[config.mk]
export PLATFORM = sky130hd
export DESIGN_NAME = ip_address_text_validator_top_flat
export DESIGN_NICKNAME = d
export VERILOG_FILES = /design/src/rtl/ipv_pkg.sv /design/src/rtl/ipv_stream_if.sv /design/src/rtl/ip_address_text_validator_top.sv /design/src/flat_wrapper.sv
export SDC_FILE = /design/constraint.sdc
export NUM_CORES = 1
export LEC_CHECK = 0
export ABC_AREA = 1
export ABC_CLOCK_PERIOD_IN_PS = 4200
export BUFFER_PORTS_ARGS = -buffer_cell sky130_fd_sc_hd__buf_2
export CAP_MARGIN = 20
export CORE_UTILIZATION = 64
export DETAILED_ROUTE_END_ITERATION = 8
export PLACE_DENSITY = 0.82
export SLEW_MARGIN = 15
export SYNTH_ARGS = -nofsm -noshare
export SYNTH_HDL_FRONTEND = slang
export SYNTH_SLANG_ARGS = --single-unit
[constraint.sdc]
create_clock -name clk_i -period 4.2 [get_ports clk_i]
set_input_delay 0.84 -clock clk_i [delete_from_list [all_inputs] [get_ports clk_i]]
set_output_delay 0.84 -clock clk_i [all_outputs]
set_load 0.005 [all_outputs]
[src/rtl/ipv_pkg.sv]
// package: shared types and constants for the address text validator
package ipv_pkg;
  localparam int unsigned ChW = 8;
  localparam int unsigned FmtW = 2;
  localparam int unsigned CfgIdxW = 2;
  localparam int unsigned PrefDepth = 9;
  localparam int unsigned CntW = 6;

  localparam logic [CfgIdxW-1:0] CFG_V4_ONLY = 2'd0;
  localparam logic [CfgIdxW-1:0] CFG_V6_ONLY = 2'd1;
  localparam logic [CfgIdxW-1:0] CFG_REJ_PRIV = 2'd2;
  localparam logic [CfgIdxW-1:0] CFG_REJ_RSVD = 2'd3;

  localparam logic [FmtW-1:0] FMT_NONE = 2'd0;
  localparam logic [FmtW-1:0] FMT_V4 = 2'd1;
  localparam logic [FmtW-1:0] FMT_V6 = 2'd2;

  localparam logic [2:0] S_START = 3'd0;
  localparam logic [2:0] S_LEAD = 3'd1;
  localparam logic [2:0] S_GROUP = 3'd2;
  localparam logic [2:0] S_COLON = 3'd3;
  localparam logic [2:0] S_DCOLON = 3'd4;
  localparam logic [2:0] S_ERR = 3'd5;

  typedef struct packed {
    logic [ChW-1:0] ch;
    logic last_char;
  } in_beat_t;

  typedef struct packed {
    logic valid_res;
    logic [FmtW-1:0] format;
  } out_beat_t;

  function automatic logic [ChW-1:0] fold(input logic [ChW-1:0] c);
    fold = (c >= 8'h41 && c <= 8'h5a) ? c + 8'd32 : c;
  endfunction

  function automatic logic is_hex(input logic [ChW-1:0] c);
    is_hex = (c >= 8'h30 && c <= 8'h39) || (c >= 8'h61 && c <= 8'h66) ||
             (c >= 8'h41 && c <= 8'h46);
  endfunction
endpackage

[src/rtl/ipv_stream_if.sv]
// interface: valid/ready channel with a payload
interface ipv_stream_if #(parameter type payload_t = logic) ();
  logic valid;
  logic ready;
  payload_t data;
  modport source (output valid, output data, input ready);
  modport sink (input valid, input data, output ready);
endinterface

[src/rtl/ip_address_text_validator_top.sv]
// top level: address text validator, one char beat per cycle unless stalled
// a last beat's result is registered in the output or skid register
// throughput: one character beat per cycle while the skid stage is empty
// reset: rst_ni clears config, parser state and the output valid
// the prefix store holds no reset, it is read only where already written
module ip_address_text_validator_top (
  input  logic clk_i,
  input  logic rst_ni,
  input  logic cfg_we_i,
  input  logic [ipv_pkg::CfgIdxW-1:0] cfg_idx_i,
  input  logic cfg_data_i,
  ipv_stream_if.sink in_if,
  ipv_stream_if.source out_if
);
  import ipv_pkg::*;

  logic v4o_q, v6o_q, rpriv_q, rrsvd_q;
  logic [CntW-1:0] cnt_q, cnt_d;
  logic [ChW-1:0] pre_q [PrefDepth];
  logic [8:0] gval_q, gval_d;
  logic [1:0] gdig_q, gdig_d;
  logic [2:0] gidx_q, gidx_d;
  logic [15:0] oct_q, oct_d;
  logic [3:0] blk_q, blk_d;
  logic [2:0] hex_q, hex_d;
  logic fcol_q, fcol_d, fdot_q, fdot_d, fv4e_q, fv4e_d, fcomp_q, fcomp_d;
  logic fdc_q, fdc_d, fpok_q, fpok_d;
  logic [2:0] pos_q, pos_d, org_q, org_d;
  logic ov_q, sk_q;
  out_beat_t o_q, s_q, res;
  logic acc, push;
  logic [ChW-1:0] c;
  logic hx, dig, col, dot, last;
  logic [ChW-1:0] raw [PrefDepth];
  logic [ChW-1:0] p [PrefDepth];
  logic [11:0] gv10;
  logic v4ok, v6ok, rok4, rok6, ok;
  logic [7:0] oa, ob;
  logic fc_s, fe_s, p5f, p3ff3, p2001, pdb8;
  logic [FmtW-1:0] fmt;

  assign c = in_if.data.ch;
  assign last = in_if.data.last_char;
  assign in_if.ready = !sk_q;
  assign acc = in_if.valid && in_if.ready;
  assign push = acc && last;
  assign hx = is_hex(c);
  assign dig = c >= 8'h30 && c <= 8'h39;
  assign col = c == 8'h3a;
  assign dot = c == 8'h2e;
  assign gv10 = {3'd0, gval_q} * 12'd10 + {8'd0, c[3:0]};

  always_ff @(posedge clk_i or negedge rst_ni) begin
    if (!rst_ni) begin
      {v4o_q, v6o_q, rpriv_q, rrsvd_q} <= '0;
    end else if (cfg_we_i) begin
      case (cfg_idx_i)
        CFG_V4_ONLY: v4o_q <= cfg_data_i;
        CFG_V6_ONLY: v6o_q <= cfg_data_i;
        CFG_REJ_PRIV: rpriv_q <= cfg_data_i;
        CFG_REJ_RSVD: rrsvd_q <= cfg_data_i;
        default: ;
      endcase
    end
  end

  always_ff @(posedge clk_i) begin
    for (int i = 0; i < PrefDepth; i++)
      if (acc && cnt_q == CntW'(i)) pre_q[i] <= c;
  end

  always_comb begin
    cnt_d = (cnt_q < CntW'(63)) ? cnt_q + 1'b1 : cnt_q;
    gval_d = gval_q; gdig_d = gdig_q; gidx_d = gidx_q; oct_d = oct_q;
    blk_d = blk_q; hex_d = hex_q; pos_d = pos_q; org_d = org_q;
    fcol_d = fcol_q | col; fdc_d = fdc_q | (col & fdot_q);
    fdot_d = fdot_q | dot; fv4e_d = fv4e_q; fcomp_d = fcomp_q; fpok_d = fpok_q;
    if (!fdot_q) begin
      if (dot) begin
        if (pos_q == S_GROUP) begin
          if (org_q == S_DCOLON) fpok_d = blk_q <= 4'd6;
          else if (org_q == S_COLON)
            fpok_d = (fcomp_q && blk_q <= 4'd6) || blk_q == 4'd6;
        end
      end else begin
        case (pos_q)
          S_START: begin
            if (hx) begin pos_d = S_GROUP; org_d = S_START; hex_d = 3'd1; end
            else if (col) pos_d = S_LEAD;
            else pos_d = S_ERR;
          end
          S_LEAD: begin
            if (col) begin
              fcomp_d = 1'b1; pos_d = S_DCOLON;
              if (blk_q < 4'd15) blk_d = blk_q + 1'b1;
            end else pos_d = S_ERR;
          end
          S_GROUP: begin
            if (hx) begin
              hex_d = hex_q + 1'b1;
              if (hex_q >= 3'd4) pos_d = S_ERR;
            end else if (col) begin
              pos_d = S_COLON;
              if (blk_q < 4'd15) blk_d = blk_q + 1'b1;
            end else pos_d = S_ERR;
          end
          S_COLON: begin
            if (col) begin
              if (fcomp_q) pos_d = S_ERR;
              else begin
                fcomp_d = 1'b1; pos_d = S_DCOLON;
                if (blk_q < 4'd15) blk_d = blk_q + 1'b1;
              end
            end else if (hx) begin pos_d = S_GROUP; org_d = S_COLON; hex_d = 3'd1; end
            else pos_d = S_ERR;
          end
          S_DCOLON: begin
            if (hx) begin pos_d = S_GROUP; org_d = S_DCOLON; hex_d = 3'd1; end
            else pos_d = S_ERR;
          end
          default: pos_d = S_ERR;
        endcase
      end
    end
    if (col) begin
      gval_d = '0; gdig_d = '0; gidx_d = '0; fv4e_d = 1'b0;
    end else if (!fv4e_q) begin
      if (dig) begin
        if ((gdig_q >= 2'd1 && gval_q == '0) || gdig_q >= 2'd3) fv4e_d = 1'b1;
        else if (gv10 > 12'd255) begin fv4e_d = 1'b1; gval_d = gv10[8:0]; end
        else begin gval_d = gv10[8:0]; gdig_d = gdig_q + 1'b1; end
      end else if (dot) begin
        if (gdig_q == '0 || gidx_q >= 3'd3) fv4e_d = 1'b1;
        else begin
          if (gidx_q == 3'd0) oct_d[15:8] = gval_q[7:0];
          else if (gidx_q == 3'd1) oct_d[7:0] = gval_q[7:0];
          gidx_d = gidx_q + 1'b1; gdig_d = '0; gval_d = '0;
        end
      end else fv4e_d = 1'b1;
    end
  end

  always_comb begin
    for (int i = 0; i < PrefDepth; i++) begin
      raw[i] = (cnt_q == CntW'(i)) ? c : pre_q[i];
      p[i] = fold(raw[i]);
    end
    fmt = fcol_d ? FMT_V6 : (fdot_d ? FMT_V4 : FMT_NONE);
    v4ok = !fv4e_d && gidx_d == 3'd3 && gdig_d >= 2'd1;
    if (fdot_d) v6ok = fpok_d && !fdc_d && v4ok;
    else if (pos_d == S_GROUP)
      v6ok = (fcomp_d && blk_d <= 4'd7) || blk_d == 4'd7;
    else if (pos_d == S_DCOLON) v6ok = blk_d <= 4'd8;
    else v6ok = 1'b0;
    oa = oct_d[15:8]; ob = oct_d[7:0];
    rok4 = !(rpriv_q && (oa == 8'd10 || (oa == 8'd172 && ob >= 8'd16 && ob <= 8'd31) ||
                         (oa == 8'd192 && ob == 8'd168))) &&
           !(rrsvd_q && (oa == 8'd0 || oa >= 8'd240 || oa == 8'd127 ||
                         (oa == 8'd169 && ob == 8'd254)));
    fc_s = p[0] == 8'h66 && (p[1] == 8'h63 || p[1] == 8'h64);
    fe_s = p[0] == 8'h66 && p[1] == 8'h65 && (p[2] == 8'h38 || p[2] == 8'h39 ||
           p[2] == 8'h61 || p[2] == 8'h62);
    p5f = p[0] == 8'h35 && p[1] == 8'h66;
    p3ff3 = p[0] == 8'h33 && p[1] == 8'h66 && p[2] == 8'h66 && p[3] == 8'h33;
    p2001 = p[0] == 8'h32 && p[1] == 8'h30 && p[2] == 8'h30 && p[3] == 8'h31 &&
            p[4] == 8'h3a && p[5] == 8'h30;
    pdb8 = p2001 && p[6] == 8'h64 && p[7] == 8'h62 && p[8] == 8'h38;
    rok6 = 1'b1;
    if (rpriv_q && cnt_d >= CntW'(2) && fc_s) rok6 = 1'b0;
    else if (rrsvd_q) begin
      // short forms match the exact text, case kept
      if (cnt_d == CntW'(2)) rok6 = !(raw[0] == 8'h3a && raw[1] == 8'h3a);
      else if (cnt_d == CntW'(3))
        rok6 = !((raw[0] == 8'h3a && raw[1] == 8'h3a && raw[2] == 8'h31) ||
                 (raw[0] == 8'h35 && raw[1] == 8'h66 && raw[2] == 8'h3a));
      else if (cnt_d >= CntW'(4))
        rok6 = !((cnt_d >= CntW'(5) && fe_s) || (cnt_d >= CntW'(9) && pdb8) || p5f ||
                 p3ff3 || (cnt_d >= CntW'(8) && p2001 && p[6] == 8'h30 && p[7] == 8'h31));
    end
    ok = fmt != FMT_NONE;
    if (ok && !(v4o_q && v6o_q)) begin
      if (v4o_q && fmt == FMT_V6) ok = 1'b0;
      else if (v6o_q && fmt == FMT_V4) ok = 1'b0;
    end
    if (ok && fmt == FMT_V4) ok = v4ok && rok4;
    else if (ok && fmt == FMT_V6) ok = v6ok && rok6;
    res.valid_res = ok;
    res.format = fmt;
  end

  always_ff @(posedge clk_i or negedge rst_ni) begin
    if (!rst_ni) begin
      cnt_q <= '0; gval_q <= '0; gdig_q <= '0; gidx_q <= '0; oct_q <= '0;
      blk_q <= '0; hex_q <= '0; pos_q <= S_START; org_q <= S_START;
      {fcol_q, fdot_q, fv4e_q, fcomp_q, fdc_q, fpok_q} <= '0;
    end else if (acc) begin
      if (last) begin
        cnt_q <= '0; gval_q <= '0; gdig_q <= '0; gidx_q <= '0; oct_q <= '0;
        blk_q <= '0; hex_q <= '0; pos_q <= S_START; org_q <= S_START;
        {fcol_q, fdot_q, fv4e_q, fcomp_q, fdc_q, fpok_q} <= '0;
      end else begin
        cnt_q <= cnt_d; gval_q <= gval_d; gdig_q <= gdig_d; gidx_q <= gidx_d;
        oct_q <= oct_d; blk_q <= blk_d; hex_q <= hex_d; pos_q <= pos_d; org_q <= org_d;
        fcol_q <= fcol_d; fdot_q <= fdot_d; fv4e_q <= fv4e_d; fcomp_q <= fcomp_d;
        fdc_q <= fdc_d; fpok_q <= fpok_d;
      end
    end
  end

  // output register plus skid stage
  always_ff @(posedge clk_i or negedge rst_ni) begin
    if (!rst_ni) begin
      ov_q <= 1'b0; sk_q <= 1'b0;
    end else begin
      if (!ov_q || out_if.ready) begin
        ov_q <= sk_q || push;
        sk_q <= 1'b0;
      end else if (push) begin
        sk_q <= 1'b1;
      end
    end
  end

  always_ff @(posedge clk_i) begin
    if (!ov_q || out_if.ready) o_q <= sk_q ? s_q : res;
    else if (push) s_q <= res;
  end

  assign out_if.valid = ov_q;
  assign out_if.data = o_q;
endmodule

[src/flat_wrapper.sv]
// flat-port wrapper written by rule: the top's interface ports become plain ports
module ip_address_text_validator_top_flat import ipv_pkg::*;
  (clk_i, rst_ni, cfg_we_i, cfg_idx_i, cfg_data_i, in_if_valid, in_if_data, in_if_ready, out_if_valid, out_if_data, out_if_ready);
  ipv_stream_if #(.payload_t(in_beat_t)) in_if_i ();
  ipv_stream_if #(.payload_t(out_beat_t)) out_if_i ();
  input  logic clk_i;
  input  logic rst_ni;
  input  logic cfg_we_i;
  input  logic [ipv_pkg::CfgIdxW-1:0] cfg_idx_i;
  input  logic cfg_data_i;
  input wire logic [$bits(in_if_i.valid)-1:0] in_if_valid;
  input wire logic [$bits(in_if_i.data)-1:0] in_if_data;
  output wire logic [$bits(in_if_i.ready)-1:0] in_if_ready;
  output wire logic [$bits(out_if_i.valid)-1:0] out_if_valid;
  output wire logic [$bits(out_if_i.data)-1:0] out_if_data;
  input wire logic [$bits(out_if_i.ready)-1:0] out_if_ready;
  assign in_if_i.valid = in_if_valid;
  assign in_if_i.data = in_if_data;
  assign in_if_ready = in_if_i.ready;
  assign out_if_valid = out_if_i.valid;
  assign out_if_data = out_if_i.data;
  assign out_if_i.ready = out_if_ready;
  ip_address_text_validator_top u_core (.clk_i(clk_i), .rst_ni(rst_ni), .cfg_we_i(cfg_we_i), .cfg_idx_i(cfg_idx_i), .cfg_data_i(cfg_data_i), .in_if(in_if_i), .out_if(out_if_i));
endmodule
==> impl_metrics.ini, run 1 <==
[timing]
max_freq_ghz = 0.2564
hold_viol_final = 0
final.period_utilization_pct = 92.87
tightestPinTransition_ns = 0.8760
fin_skew_ns = 0.007162
fin_hold_ws_ns = 0.4911
slew_violations = 0
setup_slack_ns = 0.2995
relSlewSlack_pct = 41.60
finalSetupViolations = 0
finalCriticalPeriod_ns = 3.900

[placement]
place_inst = 1502
post-place-ws_ns = 0.3224
place.gp.congestion = 0.9594
dp_hpwl_mm = 18.49
portBuffers = 21

[floorplan]
fp.dieW_um = 124.5
die_y_um = 124.5
fp-row-count = 44
die_area_mm2 = 0.01549
initial_core_util_pct = 65.78
ioPinCount = 22
placeableCoreArea_mm2 = 0.01459

[grt]
antenna_found_initial = 0
grt_pass1_wl_mm = 41.30
grt_pass1_vias = 8559
grt-ovfl-total = 0
grt_util_all_layers_pct = 33.55
grt_max_degree = 39

[routing]
via_count = 9082
dr.pass1.iters = 7
avgRoutedWirePerCell_um = 16.36
viasPerCell = 5.920
routed_wl_mm = 25.09
antenna_left = 0
drt_iter0_drc = 965
drc = 0

[synth]
synth_cells = 1309
synth_cell_types = 50
synth_flop_cell = edfxtp_1
async_reset_ff_share_pct = 43.48
ys_ff_latch = 138
synth_edf_count = 78
syn-num-nets = 1367
syn_area_mm2 = 0.009597
yosysWarnings = 0
yosysSeqAreaShare_pct = 40.05
syn-mean-instance-area_um2 = 7.331

[clock_network]
post_cts_buffers = 0
htree_levels = 4
postCtsHoldBufs = 0
clockBufferDepth = 2
clk_pin_slew_worst_paths_ns = 0.07
clock-sinks = 138
cts_resized = 0
clockRootBuffer = clkbuf_16
tritoncts = yes
clk_latency_ns = 0.43
cts_buffers = 17

[layout]
nets = 1395
fillers = 1164
syn2layout_area_growth_pct = 8.813
drive_gt1_share_pct = 8.519
multi_input_area_mm2 = 0.004791
layout_common_cells = 371 x nand2_1, 185 x inv_1, 144 x nor2_1, 78 x edfxtp_1, 73 x nand3_1
n_antenna_cell = 0
mostFrequentLayoutCell = nand2_1
layout.cells.non_filler = 1534
register_area_mm2 = 0.003844

[power]
power_density_mw_per_mm2 = 360.1
p_sw_mw = 1.248
ir_worst_vdd_mv = 0.3023
p_seq_share_pct = 40.9
switching_share_pct = 33.18
p_leak_nw = 4.975
p_int_mw = 2.513
pwr-share-comb_pct = 21.4
clkPwrFrac_pct = 37.7

[worst_setup_path]
criticalPathCategory = flop to flop
start_kind = flop
cp_max_fo = 6
cp.required_ns = 4.50
critPathArrivalTime_ns = 4.20
crit_path_end_kind = flop

[outcome]
outcome = complete, no violations

[min_path]
min_path_type = flop to flop

[run]
maxCapViolCount = 0
==> critical path, stage by stage, from the launching register on <==
cell,delay (ns)
dfrtp_1,0.47
ha_1,0.33
ha_1,0.23
inv_1,0.08
fa_1,0.46
nor2_1,0.19
nand4_1,0.16
nand2_1,0.09
nand2_1,0.07
nor2_1,0.16
nand2_1,0.09
nand2_1,0.09
nand2_1,0.06
a21oi_2,0.15
and2_1,0.16
nand3_1,0.10
o21ai_1,0.18
nand2_1,0.07
nor2_1,0.13
nand3_1,0.09
nand2_1,0.12
nand3_1,0.09
nand2_1,0.10
nand2_1,0.06
nand2_1,0.05
==> logic make-up (layout without fill, tap and decap cells) <==
| kind of cell | count (synthesis) | after routing | share of synthesized area [%] |
|---|---|---|---|
| AND/OR/NAND/NOR | 710 | 710 | 32.72 |
| buffers and inverters | 231 | 272 | 10.07 |
| AO/OA/AOI/OAI | 182 | 182 | 10.99 |
| flip-flops | 138 | 138 | 40.05 |
| adder cells (fa/ha/maj) | 41 | 41 | 5.502 |
| XOR/XNOR | 6 | 6 | 0.5477 |
| multiplexers | 1 | 1 | 0.1173 |
==> worst paths after layout <==
kind,endpoint,slack [ns],startpoint,depth (start not counted)
setup reg to reg,u_core.out_if.data[2]$_DFFE_PN_,0.30,u_core.gval_q[1]$_DFFE_PN0P_,24
hold reg to reg,u_core.v6o_q$_DFFE_PN0P_,0.49,u_core.v6o_q$_DFFE_PN0P_,2
max in group asynchronous,u_core.fcomp_q$_DFFE_PN0P_,2.82,rst_ni,2
hold / removal,u_core.v6o_q$_DFFE_PN0P_,0.49,u_core.v6o_q$_DFFE_PN0P_,2
min in group asynchronous,u_core.sk_q$_DFFE_PN0P_,0.52,rst_ni,1
setup / recovery,u_core.out_if.data[2]$_DFFE_PN_,0.30,u_core.gval_q[1]$_DFFE_PN0P_,24
==> power by group through the flow <==
stage	Sequential (mW)	Combinational [mW]	Clock, mW
after global routing	1.54	0.904	1.49
after global placement	1.56	0.774	0
after floorplan	1.55	0.583	0
after CTS	1.54	0.789	1.43
final	1.54	0.804	1.42
after detailed placement	1.56	0.784	0
==> through the flow <==
| step | area, µm² | TNS [ns] | power [mW] | util, % |
|---|---|---|---|---|
| floorplan | 9597 | 0 | 2.136 | - |
| global placement | 9882 | 0 | 2.336 | 67.74 |
| detailed placement | 9882 | 0 | 2.347 | 67.74 |
| CTS | 10440 | 0 | 3.754 | 71.55 |
| global route | 10440 | -0.008523 | 3.935 | 71.58 |
| finish | 10440 | 0 | 3.761 | 71.58 |
==> flip-flops by register name (all words and copies together), names as in the netlist, 2 cells and up <==
name                count
u_core.blk_q            4
u_core.cnt_q            6
u_core.gdig_q           2
u_core.gidx_q           3
u_core.gval_q           9
u_core.hex_q            3
u_core.oct_q           16
u_core.org_q            2
u_core.out_if.data      3
u_core.pos_q            3
u_core.pre_q           72
u_core.s_q              3
==> metal layers <==
metal | global-route usage (%) | vias up | wire, µm
met2 | 51.93 | 421 | 11280
met1 | 45.94 | 4179 | 10870
met4 | 11.84 | 0 | 612
li1 | - | 4423 | -
met5 | 0 | - | 0
met3 | 8.162 | 59 | 2326
==> area by class of cell <==
class	count	share of cell area (%)
clock buffers	17	4.074
well taps	184	2.205
multi-input cells	940	45.88
clock inverters	15	1.258
inverters	194	6.973
flip-flops and latches	138	36.81
repair buffers	46	2.804
==> Yosys cell counts, drive strengths merged (3+ instances only) <==
library cell,number,area [µm²]
clkbuf,11,41.29
nand4,66,442.9
a211oi,4,30.03
o22ai,40,250.2
nor2,150,606.8
a21oi,33,172.7
nand3b,7,52.55
dfrtp,60,1501
o21ai,86,456.7
edfxtp,78,2342
nand2,376,1424
and2,3,18.77
a31oi,3,18.77
o2111ai,3,26.28
nor4,5,31.28
o21a,3,22.52
xnor2,3,26.28
o211ai,4,30.03
buf,26,196.4
inv,193,724.4
nor3,20,100.1
ha,39,488.0
xor2,3,26.28
nand3,80,442.9
(Power assumes the default switching activity.)
==> inputs of run 2 (changes only) <==
--- a/config.mk
+++ b/config.mk
@@ -12,6 +12,7 @@
 export CORE_UTILIZATION = 64
 export DETAILED_ROUTE_END_ITERATION = 8
 export PLACE_DENSITY = 0.82
+export SETUP_SLACK_MARGIN = 0.4
 export SLEW_MARGIN = 15
 export SYNTH_ARGS = -nofsm -noshare
 export SYNTH_HDL_FRONTEND = slang
==> constraint.sdc (replaced) <==
create_clock -name clk_i -period 4.2 [get_ports clk_i]
set_input_delay 0.21 -clock clk_i [delete_from_list [all_inputs] [get_ports clk_i]]
set_output_delay 0.21 -clock clk_i [all_outputs]
set_load 0.005 [all_outputs]
==> impl_metrics.ini, run 2 (synthesized netlist as in run 1, its figures left out) <==
[routing]
dr.pass1.iters = 9
drc = 0
routed_wl_mm = 25.95
viasPerCell = 5.979
avgRoutedWirePerCell_um = 16.89
drt_iter0_drc = 1113
via_count = 9189
antenna_left = 0

[placement]
portBuffers = 21
dp_hpwl_mm = 18.19
postPlaceCellArea_mm2 = 0.009872
place.gp.congestion = 0.9610

[timing]
relSlewSlack_pct = 28.76
slew_violations = 0
finalSetupViolations = 0
final.period_utilization_pct = 85.67
setup-tns-final_ns = 0
max_freq_ghz = 0.2779
fin_skew_ns = 0.008786
rsz0062_at_grt = false
tightestPinTransition_ns = 1.067
hold_viol_final = 0
finalCriticalPeriod_ns = 3.598

[worst_setup_path]
cpMaxStageDelayCell = fa_2
cp_max_fo = 6
critPathMaxStageDelay_ns = 0.48
crit_path_end_kind = flop
r2r-start = u_core.gval_q[3]$_DFFE_PN0P_
crit_top_cell = nand2_1
critPathArrivalTime_ns = 3.78
criticalPathCategory = flop to flop
regToRegEndpoint = u_core.out_if.data[2]$_DFFE_PN_
ff2ff_setup_slack_ns = 0.60
cp.required_ns = 4.38
rr_worst_depth = 25
path_buf_inv = 1
start_kind = flop
cp_top_family = simple AND/OR/NAND/NOR gates

[floorplan]
fp-row-count = 44
die_area_mm2 = 0.01549
fp.dieW_um = 124.5
ioPinCount = 22
placeableCoreArea_mm2 = 0.01459
die_y_um = 124.5
initial_core_util_pct = 65.78

[layout]
largest_reg_flops = 72
layout_common_cells = 367 x nand2_1, 185 x inv_1, 139 x nor2_1, 78 x edfxtp_1, 72 x nand3_1
syn2layout_area_growth_pct = 10.08
fillers = 1160
nets = 1398
largestRegisters = u_core.pre_q: 72 flops, u_core.oct_q: 16 flops, u_core.gval_q: 9 flops
mostFrequentLayoutCell = nand2_1
n_antenna_cell = 0
drive_gt1_share_pct = 10.20
regMostFlops = u_core.pre_q
stdcell_area_mm2 = 0.01056

[grt]
grt_pass1_wl_mm = 41.97
grt-ovfl-total = 0
grt_util_all_layers_pct = 34.15
grt_pass1_vias = 8471
grt_max_degree = 61
antenna_found_initial = 0

[clock_network]
cts_buffers = 17
clk_pin_slew_worst_paths_ns = 0.06
clock-sinks = 138
tritoncts = yes
clk_latency_ns = 0.43
htree_levels = 4
clockBufferDepth = 2
clockRootBuffer = clkbuf_16

[power]
power_density_mw_per_mm2 = 358.5
ir_worst_vdd_mv = 0.3216
total_power_mw = 3.787
p_leak_nw = 4.995

[min_path]
holdPathEnd = u_core.rpriv_q$_DFFE_PN0P_
min_path_type = input port to flop
holdPathStages = 3
min-delay-start = cfg_idx_i[1]

[run]
maxCapViolCount = 0

[outcome]
outcome = complete, no violations
run 2: layout make-up:
cell class	instances	area [µm²]	area share, %
clock buffer	19	432.9	4.098
multi-input combinational	941	4886	46.25
inverter	194	728.2	6.893
sequential	138	3846	36.41
tap	184	230.2	2.179
timing repair buffer	48	322.8	3.056
clock inverter	13	117.6	1.113
run 2: worst max-delay path by stage:
stage	depth (start not counted)	slack, ns	startpoint	to
2_1_floorplan	25	0.89	u_core.gval_q[1]$_DFFE_PN0P_	u_core.out_if.data[2]$_DFFE_PN_
3_3_place_gp	25	0.64	u_core.gval_q[1]$_DFFE_PN0P_	u_core.out_if.data[2]$_DFFE_PN_
3_5_place_dp	25	0.52	u_core.gval_q[1]$_DFFE_PN0P_	u_core.out_if.data[2]$_DFFE_PN_
4_1_cts	25	0.46	u_core.gval_q[1]$_DFFE_PN0P_	u_core.out_if.data[2]$_DFFE_PN_
5_1_grt	25	0.36	u_core.gval_q[3]$_DFFE_PN0P_	u_core.out_if.data[2]$_DFFE_PN_
6_report	25	0.60	u_core.gval_q[3]$_DFFE_PN0P_	u_core.out_if.data[2]$_DFFE_PN_
run 2: repair_timing:
item                       in CTS  in global routing
gates resized for setup         0                 28
hold endpoints to repair       60                  0
buffers inserted                0                  4
setup endpoints to repair       0                  2
hold buffers                    1                  0
run 2: worst min-delay path: stages:
cell	delay [ns]
buf_2	0.11
nand3_1	0.09
o21ai_0	0.07
run 2: report_power, final:
group | internal [mW] | switching, mW | total (mW) | leakage [nW]
combinational | 0.249 | 0.573 | 0.822 | 3.20
clock | 0.819 | 0.608 | 1.43 | 0.266
sequential | 1.50 | 0.0380 | 1.54 | 1.53
run 2: layer usage:
metal	part of all wire [%]	up-vias	wire [µm]	global-route usage, %
li1	-	4424	-	-
met2	45	469	11600	52.29
met3	10	84	2618	6.314
met1	42	4212	10960	48.10
met5	0	-	0	0
met4	3.0	0	775	13.18
run 2: stage by stage:
stage | setup slack (ns) | cells | hold slack (ns) | utilization [%]
after detailed placement | 0.5241 | 1499 | 0.4282 | 67.67
after global placement | 0.6357 | 1499 | 0.4209 | 67.67
after global routing | 0.3593 | 1537 | 0.1051 | 72.41
after floorplan | 0.8912 | 1309 | -0.08559 | -
final | 0.6019 | 1537 | 0.09811 | 72.41
after CTS | 0.4632 | 1532 | 0.09359 | 71.51
